## src/hw/rtl/bba_pkg.sv

```systemverilog
// ----------------------------------------------------------------------------
// bba_pkg
// Shared constants and word-level helpers for the block bitmap allocator.
// ----------------------------------------------------------------------------
`timescale 1ns / 1ps
`default_nettype none

package bba_pkg;

  localparam int unsigned MaxBlocks = 1024;
  localparam int unsigned WordW     = 32;
  localparam int unsigned OffW      = $clog2(WordW);
  localparam int unsigned NumWords  = MaxBlocks / WordW;
  localparam int unsigned WidxW     = $clog2(NumWords);
  localparam int unsigned BlkW      = $clog2(MaxBlocks);
  localparam int unsigned CntW      = $clog2(MaxBlocks + 1);
  localparam int unsigned PopW      = $clog2(WordW + 1);
  localparam int unsigned CmdW      = 3;
  localparam int unsigned StatW     = 2;

  localparam logic [CmdW-1:0] CmdOccupy   = 3'd0;
  localparam logic [CmdW-1:0] CmdFree     = 3'd1;
  localparam logic [CmdW-1:0] CmdFindFree = 3'd2;
  localparam logic [CmdW-1:0] CmdContig   = 3'd3;
  localparam logic [CmdW-1:0] CmdTest     = 3'd4;

  localparam logic [StatW-1:0] StatOk     = 2'd0;
  localparam logic [StatW-1:0] StatNoFree = 2'd1;
  localparam logic [StatW-1:0] StatRange  = 2'd2;

  typedef logic [WordW-1:0] word_t;

  // bits of word w whose block index is below lim
  function automatic word_t below_mask(input logic [WidxW-1:0] w,
                                       input logic [CntW-1:0] lim);
    logic [CntW-OffW-1:0] hi;
    logic [CntW-OffW-1:0] wx;
    word_t m;
    hi = lim[CntW-1:OffW];
    wx = (CntW-OffW)'(w);
    if (hi > wx) begin
      m = '1;
    end else if (hi == wx) begin
      m = (word_t'(1) << lim[OffW-1:0]) - word_t'(1);
    end else begin
      m = '0;
    end
    return m;
  endfunction

  function automatic logic [PopW-1:0] popcount(input word_t v);
    logic [PopW-1:0] c;
    c = '0;
    for (int i = 0; i < WordW; i++) begin
      c = c + PopW'(v[i]);
    end
    return c;
  endfunction

  // index of the lowest set bit, zero when none is set
  function automatic logic [OffW-1:0] lsb_index(input word_t v);
    logic [OffW-1:0] idx;
    idx = '0;
    for (int i = WordW - 1; i >= 0; i--) begin
      if (v[i]) begin
        idx = OffW'(i);
      end
    end
    return idx;
  endfunction

endpackage

`default_nettype wire

```

## src/hw/rtl/bba_ram.sv

```systemverilog
// ----------------------------------------------------------------------------
// bba_ram
// Generic single-write, single-read synchronous RAM with registered read data.
// ----------------------------------------------------------------------------
`timescale 1ns / 1ps
`default_nettype none

module bba_ram #(
  parameter int unsigned Width = 32,
  parameter int unsigned Depth = 32
) (
  input  wire logic                     clk_i,
  input  wire logic                     we_i,
  input  wire logic [$clog2(Depth)-1:0] waddr_i,
  input  wire logic [Width-1:0]         wdata_i,
  input  wire logic                     re_i,
  input  wire logic [$clog2(Depth)-1:0] raddr_i,
  output logic      [Width-1:0]         rdata_o
);

  logic [Width-1:0] mem_q [Depth];

  always_ff @(posedge clk_i) begin
    if (we_i) begin
      mem_q[waddr_i] <= wdata_i;
    end
    if (re_i) begin
      rdata_o <= mem_q[raddr_i];
    end
  end

endmodule

`default_nettype wire

```

## src/hw/rtl/block_bitmap_allocator.sv

```systemverilog
// ----------------------------------------------------------------------------
// block_bitmap_allocator
// Used/free bitmap over storage blocks, kept in a 32 x 32 bit RAM and walked
// one word per cycle for run updates, scans and the free block count.
// ----------------------------------------------------------------------------
//   channel   direction  handshake                 payload
//   in        input      in_valid_i / in_ready_o   cmd_i, start_block_i, run_length_i
//   out       output     out_valid_o / out_ready_i answer_o, free_total_o, status_o
//   cfg       input      cfg_we_i                  cfg_wdata_i (blocks in use)
//
// every command sweeps all 32 map words, reading word k through the registered
// RAM read port while word k-1 is modified and written back; the result is then
// loaded in the done state and the block returns to idle, the only state that takes a new transfer.
// reset clears a valid bit per word; an unwritten word reads as all free,
// so no clearing pass is needed. a new item is taken while a result waits.
// ----------------------------------------------------------------------------
`timescale 1ns / 1ps
`default_nettype none

module block_bitmap_allocator (
  input  wire logic                           clk_i,
  input  wire logic                           rst_ni,
  input  wire logic                           cfg_we_i,
  input  wire logic [bba_pkg::CntW-1:0]       cfg_wdata_i,
  input  wire logic                           in_valid_i,
  output logic                                in_ready_o,
  input  wire logic [bba_pkg::CmdW-1:0]       cmd_i,
  input  wire logic [bba_pkg::BlkW-1:0]       start_block_i,
  input  wire logic [bba_pkg::CntW-1:0]       run_length_i,
  output logic                                out_valid_o,
  input  wire logic                           out_ready_i,
  output logic      [bba_pkg::CntW-1:0]       answer_o,
  output logic      [bba_pkg::CntW-1:0]       free_total_o,
  output logic      [bba_pkg::StatW-1:0]      status_o
);

  import bba_pkg::*;

  localparam logic [1:0] SIdle = 2'd0;
  localparam logic [1:0] SScan = 2'd1;
  localparam logic [1:0] SDone = 2'd2;

  localparam int unsigned StepW = WidxW + 1;

  logic [1:0]          state_q, state_d;
  logic [StepW-1:0]    step_q, step_d;
  logic [CntW-1:0]     blocks_q;
  logic [CntW-1:0]     n_act;
  logic [CmdW-1:0]     cmd_q;
  logic [BlkW-1:0]     start_q;
  logic [CntW-1:0]     len_q;
  logic [CntW-1:0]     ans_q, ans_d;
  logic [CntW-1:0]     free_q, free_d;
  logic                found_q, found_d;
  logic                run_q, run_d;
  logic [NumWords-1:0] vld_q;
  logic                vld_rd_q;
  logic                out_valid_q;
  logic [CntW-1:0]     answer_q;
  logic [CntW-1:0]     free_total_q;
  logic [StatW-1:0]    status_q;

  logic                in_xfer;
  logic                out_free;
  logic                rd_en;
  logic [WidxW-1:0]    rd_addr;
  logic                proc;
  logic [WidxW-1:0]    pw;
  logic                wr_en;
  word_t               rd_data;
  word_t               old_word;
  word_t               new_word;
  word_t               n_mask;
  word_t               s_mask;
  word_t               run_mask;
  word_t               free_bits;
  word_t               span;
  word_t               used;
  logic [CntW-1:0]     start_x;
  logic [CntW:0]       run_end;
  logic                is_run;
  logic                range_bad;
  logic [CntW-1:0]     fin_answer;
  logic [StatW-1:0]    fin_status;

  assign n_act   = (blocks_q > CntW'(MaxBlocks)) ? CntW'(MaxBlocks) : blocks_q;
  assign start_x = CntW'(start_q);
  assign run_end = (CntW+1)'(start_x) + (CntW+1)'(len_q);
  assign is_run  = (cmd_q == CmdOccupy) || (cmd_q == CmdFree);

  always_comb begin
    range_bad = 1'b0;
    if (is_run) begin
      range_bad = run_end > (CntW+1)'(n_act);
    end else if (cmd_q == CmdContig) begin
      range_bad = start_x > n_act;
    end else if (cmd_q == CmdTest) begin
      range_bad = start_x >= n_act;
    end
  end

  // sweep control: read word k while word k-1 is modified and written back
  assign in_ready_o = (state_q == SIdle);
  assign in_xfer    = in_valid_i && in_ready_o;
  assign out_free   = !out_valid_q || out_ready_i;
  assign rd_en      = (state_q == SScan) && !step_q[WidxW];
  assign rd_addr    = step_q[WidxW-1:0];
  assign proc       = (state_q == SScan) && (step_q != '0);
  assign pw         = WidxW'(step_q - StepW'(1));

  bba_ram #(
    .Width (WordW),
    .Depth (NumWords)
  ) u_map (
    .clk_i   (clk_i),
    .we_i    (wr_en),
    .waddr_i (pw),
    .wdata_i (new_word),
    .re_i    (rd_en),
    .raddr_i (rd_addr),
    .rdata_o (rd_data)
  );

  always_comb begin
    old_word  = vld_rd_q ? rd_data : '0;
    n_mask    = below_mask(pw, n_act);
    s_mask    = ~below_mask(pw, start_x);
    run_mask  = s_mask & below_mask(pw, run_end[CntW-1:0]);
    free_bits = ~old_word & n_mask;
    span      = s_mask & n_mask;
    used      = old_word & span;
    new_word  = old_word;
    if (!range_bad && (cmd_q == CmdOccupy)) begin
      new_word = old_word | run_mask;
    end else if (!range_bad && (cmd_q == CmdFree)) begin
      new_word = old_word & ~run_mask;
    end
    wr_en = proc && is_run && !range_bad;
  end

  always_comb begin
    state_d = state_q;
    step_d  = step_q;
    ans_d   = ans_q;
    free_d  = free_q;
    found_d = found_q;
    run_d   = run_q;
    unique case (state_q)
      SIdle: begin
        if (in_xfer) begin
          state_d = SScan;
          step_d  = '0;
          ans_d   = '0;
          free_d  = '0;
          found_d = 1'b0;
          run_d   = 1'b1;
        end
      end
      SScan: begin
        step_d = step_q + StepW'(1);
        if (step_q[WidxW]) begin
          state_d = SDone;
        end
        if (proc) begin
          free_d = free_q + CntW'(popcount(~new_word & n_mask));
          if (cmd_q == CmdFindFree) begin
            if (!found_q && (free_bits != '0)) begin
              found_d = 1'b1;
              ans_d   = CntW'({pw, lsb_index(free_bits)});
            end
          end else if (cmd_q == CmdContig) begin
            if (run_q) begin
              if (used == '0) begin
                ans_d = ans_q + CntW'(popcount(span));
              end else begin
                ans_d = ans_q + CntW'(popcount(span &
                        ((word_t'(1) << lsb_index(used)) - word_t'(1))));
                run_d = 1'b0;
              end
            end
          end else if (cmd_q == CmdTest) begin
            if (pw == start_q[BlkW-1:OffW]) begin
              ans_d = CntW'(old_word[start_q[OffW-1:0]]);
            end
          end
        end
      end
      SDone: begin
        if (out_free) begin
          state_d = SIdle;
        end
      end
      default: begin
        state_d = SIdle;
      end
    endcase
  end

  always_comb begin
    fin_answer = ans_q;
    fin_status = StatOk;
    if (range_bad) begin
      fin_answer = '0;
      fin_status = StatRange;
    end else if ((cmd_q == CmdFindFree) && !found_q) begin
      fin_answer = '0;
      fin_status = StatNoFree;
    end
  end

  always_ff @(posedge clk_i or negedge rst_ni) begin
    if (!rst_ni) begin
      state_q     <= SIdle;
      step_q      <= '0;
      blocks_q    <= CntW'(MaxBlocks);
      vld_q       <= '0;
      vld_rd_q    <= 1'b0;
      out_valid_q <= 1'b0;
      found_q     <= 1'b0;
      run_q       <= 1'b0;
    end else begin
      state_q  <= state_d;
      step_q   <= step_d;
      found_q  <= found_d;
      run_q    <= run_d;
      if (cfg_we_i) begin
        blocks_q <= cfg_wdata_i;
      end
      if (wr_en) begin
        vld_q[pw] <= 1'b1;
      end
      if (rd_en) begin
        vld_rd_q <= vld_q[rd_addr];
      end
      if ((state_q == SDone) && out_free) begin
        out_valid_q <= 1'b1;
      end else if (out_ready_i) begin
        out_valid_q <= 1'b0;
      end
    end
  end

  always_ff @(posedge clk_i) begin
    ans_q  <= ans_d;
    free_q <= free_d;
    if (in_xfer) begin
      cmd_q   <= cmd_i;
      start_q <= start_block_i;
      len_q   <= run_length_i;
    end
    if ((state_q == SDone) && out_free) begin
      answer_q     <= fin_answer;
      free_total_q <= free_q;
      status_q     <= fin_status;
    end
  end

  assign out_valid_o  = out_valid_q;
  assign answer_o     = answer_q;
  assign free_total_o = free_total_q;
  assign status_o     = status_q;

  a_no_rw_overlap : assert property (@(posedge clk_i) disable iff (!rst_ni)
    (wr_en && rd_en) |-> (pw != rd_addr))
    else $error("map word written while read in the same cycle");

  a_scan_after_xfer : assert property (@(posedge clk_i) disable iff (!rst_ni)
    in_xfer |=> (state_q == SScan) && (step_q == '0))
    else $error("sweep did not start after input transfer");

  a_no_write_on_query : assert property (@(posedge clk_i) disable iff (!rst_ni)
    wr_en |-> is_run && !range_bad)
    else $error("map written by a query or rejected run");

  a_free_bound : assert property (@(posedge clk_i) disable iff (!rst_ni)
    out_valid_o |-> (free_total_o <= n_act))
    else $error("free total above blocks in use");

  a_reject_zero : assert property (@(posedge clk_i) disable iff (!rst_ni)
    (out_valid_o && ((status_o == StatRange) || (status_o == StatNoFree)))
      |-> (answer_o == '0))
    else $error("nonzero answer with error status");

endmodule

`default_nettype wire
```

## config.mk

```make
export PLATFORM = sky130hd
export DESIGN_NAME = block_bitmap_allocator
export DESIGN_NICKNAME = d
export VERILOG_FILES = /design/src/hw/rtl/bba_pkg.sv /design/src/hw/rtl/bba_ram.sv /design/src/hw/rtl/block_bitmap_allocator.sv
export SDC_FILE = /design/constraint.sdc
export NUM_CORES = 2
export LEC_CHECK = 0
export BUFFER_PORTS_ARGS = -buffer_cell sky130_fd_sc_hd__buf_2
export CORE_MARGIN = 2
export CORE_UTILIZATION = 32
export DETAILED_ROUTE_END_ITERATION = 12
export PLACE_DENSITY_LB_ADDON = 0.2
export SYNTH_ARGS = -nofsm -noshare
export SYNTH_HDL_FRONTEND = slang
export SYNTH_SLANG_ARGS = --single-unit
```

## constraint.sdc

```tcl
create_clock -name clk_i -period 32.8 [get_ports clk_i]
set_input_delay 0 -clock clk_i [delete_from_list [all_inputs] [get_ports clk_i]]
set_output_delay 0 -clock clk_i [all_outputs]
set_load 0.05 [all_outputs]
```

==> results.py <==
metrics = {
    "worst_setup_path": {
        "ff2ff_path_depth": 43,
        "cpMostUsedCell": "inv_1",
        "crit_path_max_fanout": 32,
        "cp-start-kind": "flop",
        "critPathKind": "flop to flop",
        "crit_path_end_kind": "flop",
        "slowest_delay_ps": 830,
        "cp.arrival_ps": 14360,
        "crit_path_top_delay_cell": "dfrtp_4",
        "required_ps": 33280,
    },
    "floorplan": {
        "die_y_microns": 418.7,
        "start_util_pct": 32.15,
        "dieArea_sq_mm": 0.1753,
        "coreArea_sq_mm": 0.1712,
        "pin_count": 66,
        "die-width_microns": 418.7,
        "rows": 152,
    },
    "layout": {
        "final_cell_mix": "edfxtp_1 (1,126), mux4_2 (340), nand2_1 (161), clkbuf_16 (123), inv_1 (114)",
        "area_delta_synth_final_pct": 15.01,
        "diodes": 0,
        "num-nets-final": 3677,
        "seq_area_sq_mm": 0.03521,
        "multi_input_area_sq_mm": 0.01897,
        "fillers": 15870,
        "drive_above_1_share_pct": 24.35,
        "final_common_cell": "edfxtp_1",
    },
    "synth": {
        "synth-seq-cells": 1181,
        "syn_area_sq_mm": 0.05502,
        "avgSynthCellArea_sq_um": 16.90,
        "synth-edff-count": 1126,
        "async_flop_share_pct": 4.657,
        "synth_nets": 3474,
        "synth_cell_types": 116,
        "syn_inst": 3256,
        "synth_ff_type": "edfxtp_1",
        "synth_warnings": 0,
        "yosysSeqAreaShare_pct": 63.95,
    },
    "run": {
        "cap_violations": 0,
    },
    "placed_design": {
        "port_buffers": 65,
        "place.gp.congestion": 0.9846,
        "dp_hpwl_microns": 108100,
    },
    "timing": {
        "fin_crit_ps": 13880,
        "finalHoldViolCount": 0,
        "slew_violations": 0,
        "rsz0062_at_grt": "false",
        "finClkSkew_ps": 40.78,
        "period_share_pct": 42.32,
        "setup_tns_ps": 0,
        "relSlewSlack_pct": 16.23,
        "fmax_mhz": 72.05,
        "tightest_slew_ps": 1248,
        "finalSetupViolations": 0,
    },
    "cts": {
        "ctsLongestPathBuffers": 3,
        "cts_resized": 0,
        "insertion_delay_ps": 760,
        "numCtsBuffers": 121,
        "cts-htree-levels": 3,
        "cts_tree": "yes",
        "cts_root_buffer": "clkbuf_16",
        "clock_sinks": 1181,
        "cts.reportedPaths.clkPinSlew_ps": 70,
        "postCtsSetupRepairBufs": 0,
        "postCtsHoldBufs": 84,
    },
    "routing": {
        "wl_per_cell_microns": 31.06,
        "wl_microns": 180100,
        "final_antenna_net_count": 0,
        "drt_pre_antenna_iters": 6,
        "num_vias": 32070,
        "initialDrtViolationCount": 3714,
        "viasPerCell": 5.532,
        "drc": 0,
    },
    "global_routing": {
        "grt_max_degree": 127,
        "grt_pass1_vias": 32120,
        "grt-ovfl-total": 0,
        "grt_util_all_layers_pct": 20.51,
        "antenna_found_initial": 4,
        "grt_pass1_wl_microns": 253200,
    },
    "min_path": {
        "hp-class": "input port to flop",
        "whs_path_depth": 4,
    },
    "status": {
        "status": "completed",
    },
}
==> path summary, 6_finish.rpt <==
path / from / slack (ps) / end
setup / recovery: step_q[0] / 18920 / ans_q[8]
hold / removal: in_valid_i / 160 / run_q
setup reg to reg: step_q[0] / 18920 / ans_q[8]
hold reg to reg: vld_q[31] / 460 / vld_q[31]
max in group asynchronous: rst_ni / 31630 / step_q[0]
min in group asynchronous: rst_ni / 500 / blocks_q[0]
==> state kept, by name (all words and copies together) (netlist names), 2 cells and up <==
| name | cells |
|---|---|
| state_q | 2 |
| free_total_o | 11 |
| vld_q | 32 |
| status_o | 2 |
| answer_o | 11 |
| u_map.mem_q | 1024 |
| step_q | 6 |
| blocks_q | 11 |
| free_q | 11 |
| ans_q | 11 |
| u_map.rdata_o | 32 |
| len_q | 11 |
| start_q | 10 |
| cmd_q | 3 |
==> cells in the mapped netlist (all sizes together), types with 73 or more instances <==
master / instances / area share [%]
nor2: 132 / 0.91
mux4: 340 / 14
edfxtp: 1126 / 61
nand3: 76 / 0.72
a21oi: 87 / 0.80
fa: 79 / 2.9
buf: 73 / 0.68
nand2: 162 / 1.1
clkbuf: 104 / 0.71
ha: 99 / 2.3
inv: 115 / 0.78
o21ai: 86 / 0.81
==> layer usage <==
| layer | part of all wire [%] | up-vias | GRT usage [%] | wire [microns] |
|---|---|---|---|---|
| met3 | 5.1 | 254 | 2.450 | 9184 |
| met5 | 0 | - | 0 | 0 |
| met2 | 48 | 1044 | 33.76 | 87270 |
| met1 | 43 | 17280 | 28.25 | 78040 |
| met4 | 3.1 | 0 | 6.694 | 5556 |
| li1 | - | 13490 | - | - |
==> logic make-up (layout without fill, tap and decap cells) <==
logic type / count (synthesis) / after routing / share of synthesized area [%]
buffers and inverters: 293 / 601 / 2.181
flip-flops: 1181 / 1181 / 63.95
XOR/XNOR: 45 / 45 / 0.7163
AO/OA/AOI/OAI: 463 / 463 / 5.955
AND/OR/NAND/NOR: 669 / 669 / 6.478
other: 1 / 1 / 0.006815
adder cells (fa/ha/maj): 178 / 178 / 5.125
multiplexers: 426 / 426 / 15.58
==> stage by stage <==
| step | util (%) | worst slack [ps] | hold slack, ps | instances | cell area (sq um) |
|---|---|---|---|---|---|
| CTS | 36.97 | 18950 | 130.7 | 5796 | 63270 |
| floorplan | - | 21070 | -295.6 | 3256 | 55020 |
| global placement | 34.21 | 18980 | 180.1 | 5484 | 58560 |
| global route | 36.97 | 18060 | 191.1 | 5797 | 63280 |
| detailed placement | 34.21 | 18960 | 178.1 | 5484 | 58560 |
| finish | 36.97 | 18920 | 155.0 | 5797 | 63280 |
==> critical path: cells and delay by family (launching register included) <==
| kind | cells | cell delay (ps) |
|---|---|---|
| buffers and inverters | 9 | 1260 |
| adders and majority gates | 11 | 4880 |
| xor gates and xnor gates | 2 | 490 |
| AOI/OAI and AO/OA | 11 | 2920 |
| and+or+nand+nor | 9 | 3110 |
| muxes | 1 | 100 |
| DFF | 1 | 830 |
==> area by class of cell <==
class | instances | share of cell area, %
tap | 2233 | 4.415
multi-input combinational | 1782 | 29.98
clock inverter | 66 | 0.9609
clock buffer | 162 | 5.159
inverter | 116 | 0.6881
timing repair buffer | 257 | 3.164
sequential | 1181 | 55.64
Power is not shown: default switching activity piles up to over one toggle a cycle in this logic, so the estimate is an artifact.
